[config.mk]
export PLATFORM = sky130hd
export DESIGN_NAME = pfc_path_walker
export DESIGN_NICKNAME = d
export VERILOG_FILES = /design/src/hdl/pfc_pkg.sv /design/src/hdl/pfc_path_walker.sv
export SDC_FILE = /design/constraint.sdc
export NUM_CORES = 1
export LEC_CHECK = 0
export BUFFER_PORTS_ARGS = -buffer_cell sky130_fd_sc_hd__buf_2
export CORE_MARGIN = 2
export CORE_UTILIZATION = 46
export CTS_CLUSTER_SIZE = 40
export DETAILED_ROUTE_END_ITERATION = 7
export GPL_ROUTABILITY_DRIVEN = 0
export GPL_TIMING_DRIVEN = 0
export HOLD_SLACK_MARGIN = 0.02
export PLACE_DENSITY = 0.82
export SYNTH_ARGS = -nofsm -noshare
export SYNTH_HDL_FRONTEND = slang
export SYNTH_SLANG_ARGS = --single-unit
export TNS_END_PERCENT = 20
[constraint.sdc]
create_clock -name clock -period 1.36 [get_ports clock]
set_input_delay 0.136 -clock clock [delete_from_list [all_inputs] [get_ports clock]]
set_output_delay 0.136 -clock clock [all_outputs]
set_load 0.05 [all_outputs]
[src/hdl/pfc_pkg.sv]
// ----------------------------------------------------------------------------
// pfc_pkg
// Types and constants of the prefix-free code checker
// ----------------------------------------------------------------------------
package pfc_pkg;

   // word field widths
   localparam int CODE_W        = 10;
   localparam int LEN_W         = 4;
   localparam int SET_W         = 16;

   // longest codeword and the derived mark store geometry
   localparam int MAX_CODE_BITS = 10;
   localparam int NODE_W        = MAX_CODE_BITS + 1;
   localparam int MARK_ENTRIES  = (2 ** (MAX_CODE_BITS + 1)) - 2;
   localparam int MARK_AW       = $clog2(MARK_ENTRIES);
   localparam int POS_W         = $clog2(MAX_CODE_BITS);

   // set tag kept with each entry, zero never matches a live set
   localparam int EPOCH_W       = 8;

   typedef enum logic [2:0] {
      S_CLEAR,
      S_IDLE,
      S_WALK,
      S_DRAIN,
      S_EMIT
   } state_type;

   typedef struct packed {
      logic [EPOCH_W-1:0] tag;
      logic               path;
      logic               stop;
   } mark_entry_type;

   typedef struct packed {
      logic load;
      logic step;
   } walk_ctrl_type;

   typedef struct packed {
      logic [MARK_AW-1:0] rd_addr;
      logic               final_step;
   } walk_sts_type;

endpackage

[src/hdl/pfc_path_walker.sv]
// ----------------------------------------------------------------------------
// pfc_path_walker
// Walks one codeword down the trie, one depth per step, giving node addresses
// ----------------------------------------------------------------------------
module pfc_path_walker (
   input  logic                            clock,
   input  pfc_pkg::walk_ctrl_type          ctrl,
   input  logic [pfc_pkg::CODE_W-1:0]      code_bits,
   input  logic [pfc_pkg::LEN_W-1:0]       code_len,
   output pfc_pkg::walk_sts_type           sts
);

   logic [pfc_pkg::CODE_W-1:0] code_ff;
   logic [pfc_pkg::POS_W-1:0]  pos_ff;
   logic [pfc_pkg::NODE_W-1:0] node_ff;
   logic [pfc_pkg::NODE_W-1:0] node_in;
   logic                       bit_now;

   // heap node number: root is one, a child appends the next code bit
   assign bit_now = code_ff[pos_ff];
   assign node_in = {node_ff[pfc_pkg::NODE_W-2:0], bit_now};

   // store address is the node number less two (no entry for the root)
   assign sts.rd_addr    = pfc_pkg::MARK_AW'(node_in - pfc_pkg::NODE_W'(2));
   assign sts.final_step = (pos_ff == '0);

   always_ff @(posedge clock) begin
      if (ctrl.load) begin
         code_ff <= code_bits;
         pos_ff  <= pfc_pkg::POS_W'(code_len - pfc_pkg::LEN_W'(1));
         node_ff <= pfc_pkg::NODE_W'(1);
      end else if (ctrl.step) begin
         node_ff <= node_in;
         pos_ff  <= pos_ff - pfc_pkg::POS_W'(1);
      end
   end

endmodule

==> impl_metrics.env, run 1 <==
export IMPL_antenna_cells=0
export IMPL_grt_max_degree=13
export IMPL_syn_inst=97
export IMPL_grt_overflow_total=0
export IMPL_crit_arrival_ns=1.71
export IMPL_post_route_period_util=1.35
export IMPL_seq_area_frac_synth=0.532
export IMPL_root_buffer="clkbuf_4"
export IMPL_cap_violations=0
export IMPL_drive_gt1_frac=0.514
export IMPL_insertion_delay_ns=0.32
export IMPL_failed_checks="setup timing"
export IMPL_hold_class="input pin to register"
export IMPL_drtAntennaViolNets=0
export IMPL_clock_path_buffers=2
export IMPL_rsz0062_at_grt="true"
export IMPL_reg2regPathDepth=5
export IMPL_start_kind="register"
export IMPL_h_tree_depth=1
export IMPL_hpwl_mm=1.52
export IMPL_maxSlewViolCount=0
export IMPL_drcViolationCount=0
export IMPL_area_delta_synth_final_pct=56.6
export IMPL_antenna_found_initial=0
export IMPL_worstPathCellList="buf_6, mux4_2, nor2b_2, o21ai_2, buf_8"
export IMPL_crit_cells=5
export IMPL_num_vias=882
export IMPL_layout_setup_ws_ns=-0.482
export IMPL_worstSetupEndpointType="output port"
export IMPL_die_h_um=54.4
export IMPL_max_freq_mhz=543
export IMPL_portBuffers=28
export IMPL_dr_pass1_iters=1
export IMPL_ir_drop_mv=0.922
export IMPL_skew_ns=0.00182
export IMPL_power_density_mw_per_mm2=1240
export IMPL_via_per_inst=4.96
export IMPL_worstMarginPinSlew_ns=0.374
export IMPL_grt_pass1_wl_mm=3.59
export IMPL_finalPower_w=0.00226
export IMPL_dpl_cell_count=155
export IMPL_routed_wl_mm=2.26
export IMPL_io_pins=29
export IMPL_grt_total_usage=0.176
export IMPL_placed_area_mm2=0.00150
export IMPL_post_drt_wl_per_cell_um=12.7
export IMPL_outcome="finished with violations"
export IMPL_setup_viol=13
export IMPL_synth_cell_types=30
export IMPL_synth_area_leaders="edfxtp_1, dfxtp_1, mux2i_1, xnor2_1, nor2_1"
export IMPL_grt_pass1_vias=859
export IMPL_nets=169
export IMPL_netlist_area_mm2=0.00117
export IMPL_critPathMaxFanout=5
export IMPL_required_ns=1.22
export IMPL_path_class="register to output port"
export IMPL_start_util=0.480
export IMPL_design_area_mm2=0.00183
export IMPL_die_w_um=54.4
export IMPL_p_leak_nw=0.776
export IMPL_core_area_mm2=0.00243
export IMPL_critPathSlowestCell="mux4_2"
export IMPL_ys_seq_elements=24
export IMPL_num_rows=18
export IMPL_crit_family="multiplexers"
export IMPL_tritoncts="built"
export IMPL_cp_buffers_inverters=2
export IMPL_syn_num_nets=116
export IMPL_instances_no_fill=178
export IMPL_setup_tns_ns=-2.86
export IMPL_path_clk_slew_ns=0.12
export IMPL_die_area_mm2=0.00296
export IMPL_synth_top_area_frac=0.360
export IMPL_cts_sinks=24
export IMPL_yosysTopAreaCell="edfxtp_1"
export IMPL_r2r_setup_slack_ns=-0.10
export IMPL_hold_viol_final=0
export IMPL_maxSlewHeadroom=0.750
export IMPL_layout_min_cycle_time_ns=1.84
export IMPL_syn_area_per_cell_um2=12.0
export IMPL_drt_iter0_drc=0
export IMPL_final_common_cell="buf_2"
export IMPL_holdPathStages=2
export IMPL_whs_ns=0.148
export IMPL_numCtsBuffers=3
export IMPL_yosys_warnings=0
export IMPL_layout_common_cells="buf_2, mux2i_1, edfxtp_1"
export IMPL_cp_slowest_stage_delay_ns=0.51
==> routing by layer <==
| metal | part of all wire | global-route usage | vias to the layer above |
|---|---|---|---|
| met5 | 0 | 0 | - |
| met4 | 0.020 | 0.0917 | 0 |
| met3 | 0.046 | 0.0328 | 5 |
| met2 | 0.53 | 0.323 | 28 |
| met1 | 0.40 | 0.188 | 406 |
| li1 | - | - | 443 |
==> state kept, by name, indices dropped and copies added, names as in the netlist <==
register,cells
code_ff,10
node_ff,10
pos_ff,4
==> worst reg2reg max path: cells and delay by family (launching register included) <==
family	cells	cell delay, ns
simple gates	1	0.15
compound gates	1	0.06
flops	1	0.36
mux	1	0.51
buf+inv	2	0.27
==> area by class of cell <==
cell class / instances / area (um^2)
tap: 30 / 37.5
multi-input combinational: 64 / 684
inverter: 4 / 18.8
fill: 160 / 604
sequential: 24 / 636
buffer: 4 / 33.8
timing repair buffer: 49 / 395
clock buffer: 3 / 22.5
==> Yosys cell counts (all sizes together) <==
cell type / number
o21ai: 1
or2b: 1
or2: 1
buf: 3
nand3: 4
nand2: 3
a211oi: 1
ha: 2
dfxtp: 10
nor3: 4
nor4b: 1
and2b: 1
mux4: 1
xor2: 4
inv: 4
nor4: 2
nor2: 12
mux2i: 15
nor3b: 1
clkbuf: 2
xnor2: 6
edfxtp: 14
nor2b: 1
a31oi: 1
mux2: 1
a221o: 1
==> worst paths after layout <==
kind | from | endpoint
worst max-delay path | pos_ff[0] | sts[1]
worst min-delay path | code_len[0] | pos_ff[0]
worst max register to register | pos_ff[0] | node_ff[0]
worst min register to register | node_ff[9] | node_ff[9]
==> cells by family after synthesis <==
group	synth area share
simple gates	0.141
buf+inv	0.0482
mux	0.158
xor+xnor	0.0750
fa+ha+maj	0.0214
compound gates	0.0247
flops	0.532
==> where the power goes <==
group          internal [W]  switching (W)  total [W]
clock              0.000104       0.000202   0.000306
combinational      0.000473       0.000563    0.00104
sequential         0.000846      0.0000740   0.000920
==> stage by stage <==
step / setup WS [ns] / util
final: -0.482 / 0.752
after global routing: -0.533 / 0.752
after CTS: -0.481 / 0.729
after detailed placement: -0.309 / 0.615
after global placement: -0.318 / 0.615
after floorplan: -0.247 / -
==> what timing repair did <==
item	4_1_cts	5_1_grt
hold endpoints to repair	10	0
endpoints found under the setup margin	12	14
hold buffers	10	0
buffers inserted	7	4
gates resized for setup	35	7
pin swaps	4	4
(Power assumes the default switching activity.)
==> run 2, diff against run 1 <==
ABC_AREA = 1   (was unset)
CORE_MARGIN = unset   (was 2)
PLACE_DENSITY = 0.83   (was 0.82)
SETUP_SLACK_MARGIN = 0.1   (was unset)
==> run 2 against run 1 <==
Net effect:
- count of clock-buffer cells in the layout rose by 1
- power fell by 3.7%
- critical endpoint unchanged
- maximum frequency fell by 0.11%
- the flow still finishes with violations (setup timing)
- critical path depth rose by 4
- first-iteration DRC count rose by 45
- largest cell class unchanged
- sequential share of layout area fell by 1.9 points
- register-to-register slack improved by 0.04 ns
- synthesized cell count rose by 25%
- sequential power fell by 3.5%
==> impl_metrics.env, run 2 <==
export IMPL_preCtsSetupSlack_ns=-0.283
export IMPL_placed_area_mm2=0.00146
export IMPL_layout_common_cells="inv_1, nand2_1, buf_2"
export IMPL_h_tree_depth=1
export IMPL_synth_top_area_frac=0.378
export IMPL_required_ns=1.22
export IMPL_cts_sinks=24
export IMPL_crit_family="flip-flops"
export IMPL_p_leak_nw=0.788
export IMPL_io_pins=29
export IMPL_synth_cell_types=19
export IMPL_die_w_um=51.2
export IMPL_hold_viol_final=0
export IMPL_cp_buffers_inverters=3
export IMPL_netlist_area_mm2=0.00111
export IMPL_path_class="register to output port"
export IMPL_synth_fa_ha_area_frac=0.0225
export IMPL_critPathSlowestCell="edfxtp_1"
export IMPL_start_kind="register"
export IMPL_post_route_period_util=1.36
export IMPL_area_delta_synth_final_pct=70.7
export IMPL_postLayoutCoreUtil=0.843
export IMPL_worstSetupEndpointType="output port"
export IMPL_die_area_mm2=0.00262
export IMPL_synth_area_mux_share=0
export IMPL_skew_ns=0.0103
export IMPL_synth_compound_area_frac=0.0775
export IMPL_cp_slowest_stage_delay_ns=0.47
export IMPL_via_per_inst=5.31
export IMPL_num_rows=17
export IMPL_swShare=0.365
export IMPL_syn_inst=121
export IMPL_numCtsBuffers=3
export IMPL_p_clk_frac=0.173
export IMPL_final_common_cell="inv_1"
export IMPL_drive_gt1_frac=0.472
export IMPL_nets=196
export IMPL_layout_min_cycle_time_ns=1.84
export IMPL_grt_overflow_total=0
export IMPL_yosys_area_share_xor_xnor=0.0787
export IMPL_async_flop_share=0
export IMPL_design_area_mm2=0.00190
export IMPL_post_drt_wl_per_cell_um=17.2
export IMPL_finalPower_w=0.00218
export IMPL_ir_drop_mv=1.25
export IMPL_rsz0062_at_grt="true"
export IMPL_drcViolationCount=0
export IMPL_failed_checks="setup timing"
export IMPL_path_clk_slew_ns=0.14
export IMPL_p_comb_frac=0.419
export IMPL_fill_cells=115
export IMPL_synth_common_cells="inv_1, nand2_1, edfxtp_1"
export IMPL_yosysMostFrequentCell="inv_1"
export IMPL_drt_iter0_drc=45
export IMPL_synth_area_leaders="edfxtp_1, dfxtp_1, inv_1, xor2_1, nand2_1"
export IMPL_maxSlewHeadroom=0.727
export IMPL_ys_flop_type="edfxtp_1"
export IMPL_max_freq_mhz=542
export IMPL_synth_simple_gate_area_share=0.166
export IMPL_hpwl_mm=1.72
export IMPL_antenna_cells=0
export IMPL_outcome="finished with violations"
export IMPL_hold_class="input pin to register"
export IMPL_yosys_warnings=0
export IMPL_drtAntennaViolNets=0
export IMPL_worstPathCellList="buf_4, nand2_1, nand2_1, nand2_1, nand3_1, nand3_2, nand2_2, buf_6, buf_8"
export IMPL_p_seq_frac=0.408
export IMPL_syn_area_per_cell_um2=9.20
export IMPL_start_util=0.494
export IMPL_root_buffer="clkbuf_4"
export IMPL_grt_max_degree=16
export IMPL_cap_violations=0
export IMPL_insertion_delay_ns=0.32
export IMPL_die_h_um=51.2
export IMPL_setup_viol=15
export IMPL_seq_area_frac_synth=0.557
export IMPL_grt_pass1_wl_mm=4.72
export IMPL_critPathMaxFanout=4
export IMPL_grt_pass1_vias=988
export IMPL_routed_wl_mm=3.51
export IMPL_reg_top3="code_ff (10), node_ff (10), pos_ff (4)"
export IMPL_intPower_w=0.00138
export IMPL_maxSlewViolCount=0
export IMPL_crit_arrival_ns=1.71
export IMPL_cpMostUsedCell="nand2_1"
export IMPL_antenna_found_initial=0
export IMPL_portBuffers=28
export IMPL_worstMarginPinSlew_ns=0.408
export IMPL_syn_num_nets=140
export IMPL_dr_pass1_iters=4
export IMPL_ys_seq_elements=24
export IMPL_layout_setup_ws_ns=-0.484
export IMPL_switchingPower_w=0.000796
export IMPL_core_area_mm2=0.00225
export IMPL_tritoncts="built"
export IMPL_clock_path_buffers=2
export IMPL_power_density_mw_per_mm2=1150
export IMPL_grt_total_usage=0.256
export IMPL_synth_top_family_by_area="simple AND/OR/NAND/NOR gates"
export IMPL_synth_edf_count=14
export IMPL_num_vias=1083
export IMPL_yosysTopAreaCell="edfxtp_1"
==> run 2: path summary, 6_finish.rpt <==
path              start          to  slack [ns]  depth (start not counted)
max reg2reg   pos_ff[0]   pos_ff[2]       -0.06                          6
max           pos_ff[0]      sts[1]       -0.48                          9
min reg2reg  node_ff[2]  node_ff[2]        0.58                          2
min             ctrl[0]  node_ff[0]        0.12                          5
==> run 2: layout make-up <==
type | count | area (um^2) | share of cell area
multi-input cells | 69 | 649 | 0.342
plain buffers | 1 | 11.3 | 0.00592
well taps | 28 | 35.0 | 0.0184
clock buffers | 4 | 36.3 | 0.0191
inverters | 27 | 108 | 0.0566
repair buffers | 51 | 435 | 0.229
flip-flops and latches | 24 | 626 | 0.329
==> run 2: worst min-delay path: stages <==
cell,delay [ns]
buf_2,0.09
nor2_1,0.06
nand2_1,0.05
nand2_1,0.05
inv_1,0.04
==> run 2: cells by family after synthesis <==
group / after synthesis
AND/OR/NAND/NOR: 43
buffers and inverters: 28
flip-flops: 24
AO/OA/AOI/OAI: 14
XOR/XNOR: 10
adder cells (fa/ha/maj): 2
==> run 2: repair_timing <==
item                                    CTS  global route
endpoints found under the setup margin   15            16
pin swaps                                10            10
hold endpoints to repair                 10             0
gates resized for setup                  44            17
buffers inserted                          6             7
hold buffers                             10             0
==> run 2: through the flow <==
stage	cells	hold slack (ns)	TNS (ns)
floorplan	121	0.235	-1.74
global placement	177	0.312	-1.01
detailed placement	177	0.314	-1.30
CTS	197	0.135	-2.52
global route	204	0.165	-4.24
finish	204	0.125	-3.36
==> run 2: power groups by stage <==
stage,registers [W],clock network [W],logic [W]
after floorplan,0.000883,0,0.000475
after global placement,0.000892,0,0.000580
after detailed placement,0.000894,0,0.000598
after CTS,0.000882,0.000362,0.000777
after global routing,0.000893,0.000403,0.000954
final,0.000888,0.000377,0.000913
==> run 2: per-layer routing <==
layer / vias to the layer above / part of all wire / GRT usage / wire length [um]
met5: - / 0 / 0 / 0
met2: 49 / 0.59 / 0.480 / 2080
met3: 6 / 0.034 / 0.0268 / 120
li1: 502 / - / - / -
met4: 0 / 0.015 / 0.0833 / 53
met1: 526 / 0.36 / 0.301 / 1260
==> run 3, diff against run 2 <==
SETUP_SLACK_MARGIN = 0.02   (was 0.1)
==> run 3 against run 2 <==
Net effect:
- the flow still finishes with violations (setup timing)
- first-iteration DRC count fell by 4.4%
- worst setup slack improved by 0.051 ns
- routed wire length fell by 8.8%
==> impl_metrics.env, run 3 (synthesis gave the netlist of run 2 again) <==
export IMPL_outcome="finished with violations"
export IMPL_failed_checks="setup timing"
export IMPL_fill_cells=111
export IMPL_hold_end="pos_ff[0]"
export IMPL_grt_pass1_wl_mm=4.53
export IMPL_area_delta_synth_final_pct=71.9
export IMPL_worstSetupEndpointType="output port"
export IMPL_holdPathStages=2
export IMPL_root_buffer="clkbuf_4"
export IMPL_r2r_end="pos_ff[2]"
export IMPL_cp_buffers_inverters=2
export IMPL_layout_common_cells="inv_1, buf_2, nand2_1"
export IMPL_drt_iter0_drc=43
export IMPL_layout_setup_ws_ns=-0.432
export IMPL_worstPathCellList="clkinvlp_4, ha_4, nand3_4, nor3_4, xor2_4, buf_6"
export IMPL_max_freq_mhz=558
export IMPL_r2r_setup_slack_ns=-0.08
export IMPL_worstMarginPinSlew_ns=0.419
export IMPL_grt_overflow_total=0
export IMPL_portBuffers=28
export IMPL_die_w_um=51.2
export IMPL_num_rows=17
export IMPL_use_met2=0.447
export IMPL_grt_max_degree=16
export IMPL_setup_viol=16
export IMPL_drive_gt1_frac=0.489
export IMPL_grt_busiest_layer="met2"
export IMPL_setup_tns_ns=-3.51
export IMPL_maxSlewHeadroom=0.720
export IMPL_cap_violations=0
export IMPL_die_h_um=51.2
export IMPL_drcViolationCount=0
export IMPL_path_clk_slew_ns=0.13
export IMPL_crit_family="simple AND/OR/NAND/NOR gates"
export IMPL_worstHoldStart="code_len[0]"
export IMPL_grtUsageMet1=0.294
export IMPL_die_area_mm2=0.00262
export IMPL_critPathSlowestCell="dfxtp_2"
export IMPL_dr_pass1_iters=4
export IMPL_final_common_cell="inv_1"
export IMPL_num_vias=1091
export IMPL_design_area_mm2=0.00191
export IMPL_path_class="register to output port"
export IMPL_post_route_period_util=1.32
export IMPL_power_density_mw_per_mm2=1120
export IMPL_hold_class="input pin to register"
export IMPL_core_area_mm2=0.00225
export IMPL_grt_pass1_vias=967
export IMPL_drtAntennaViolNets=0
export IMPL_maxSlewViolCount=0
export IMPL_reg2regPathDepth=6
export IMPL_ir_drop_mv=0.919
export IMPL_start_kind="register"
export IMPL_post_drt_wl_per_cell_um=15.7
export IMPL_r2r_start="pos_ff[0]"
export IMPL_crit_arrival_ns=1.66
export IMPL_hpwl_mm=1.72
export IMPL_rsz0062_at_grt="true"
export IMPL_routed_wl_mm=3.20
export IMPL_required_ns=1.22
export IMPL_via_per_inst=5.35
export IMPL_cp_slowest_stage_delay_ns=0.35
export IMPL_grt_total_usage=0.243
export IMPL_hold_viol_final=0
export IMPL_io_pins=29
export IMPL_p_leak_nw=0.795
export IMPL_nets=196
export IMPL_antenna_cells=0
export IMPL_insertion_delay_ns=0.32
export IMPL_placed_area_mm2=0.00146
export IMPL_layout_min_cycle_time_ns=1.79
export IMPL_whs_ns=0.154
export IMPL_start_util=0.494
export IMPL_reg_top3="code_ff (10), node_ff (10), pos_ff (4)"
export IMPL_cts_sinks=24
export IMPL_tritoncts="built"
export IMPL_antenna_found_initial=0
export IMPL_numCtsBuffers=3
export IMPL_clock_path_buffers=2
export IMPL_met3_usage=0.0268
export IMPL_h_tree_depth=1
export IMPL_skew_ns=0.00553
export IMPL_critPathMaxFanout=3
run 3: cell counts in the layout (fill, tap and decap cells not counted):
No cell type changed its count.
run 3: how the worst max path moves through the flow:
stage                          to  cells after the start  slack (ns)        from
after global routing      sts[10]                      6       -0.48  node_ff[0]
after floorplan           sts[10]                      5       -0.28  node_ff[0]
after CTS                 sts[10]                      6       -0.41  node_ff[0]
final                     sts[10]                      6       -0.43  node_ff[0]
after global placement    sts[11]                      6       -0.23  node_ff[1]
after detailed placement  sts[11]                      6       -0.28  node_ff[1]
run 3: cell type report:
| cell class | count | area [um^2] | area share |
|---|---|---|---|
| clock buffer | 4 | 36.3 | 0.0190 |
| inverter | 27 | 110 | 0.0575 |
| multi-input combinational | 69 | 669 | 0.350 |
| sequential | 24 | 627 | 0.327 |
| tap | 28 | 35.0 | 0.0183 |
| timing repair buffer | 52 | 437 | 0.228 |
run 3: report_power, final:
part | internal, W | switching [W] | leakage [nW]
logic | 0.000365 | 0.000511 | 0.553
registers | 0.000835 | 0.0000595 | 0.221
clock network | 0.000164 | 0.000215 | 0.0210
run 3: repair_timing:
| action | in CTS | in global routing |
|---|---|---|
| pin swaps | 8 | 12 |
| endpoints found under the setup margin | 14 | 16 |
| buffers inserted | 6 | 8 |
| endpoints found under the hold margin | 10 | 0 |
| resized for setup | 38 | 26 |
| hold buffers | 10 | 0 |
run 3: per-layer routing:
| layer | vias to the layer above | part of all wire |
|---|---|---|
| met5 | - | 0 |
| met4 | 0 | 0.012 |
| met3 | 6 | 0.055 |
| met2 | 55 | 0.54 |
| met1 | 534 | 0.39 |
| li1 | 496 | - |
run 3: per-stage QoR:
stage	setup slack [ns]	power [W]	cells	util
3_3_place_gp	-0.233	0.00147	177	0.649
3_5_place_dp	-0.283	0.00149	177	0.649
6_report	-0.432	0.00215	204	0.849
4_1_cts	-0.411	0.00200	197	0.784
2_1_floorplan	-0.277	0.00136	121	-
5_1_grt	-0.484	0.00222	204	0.849
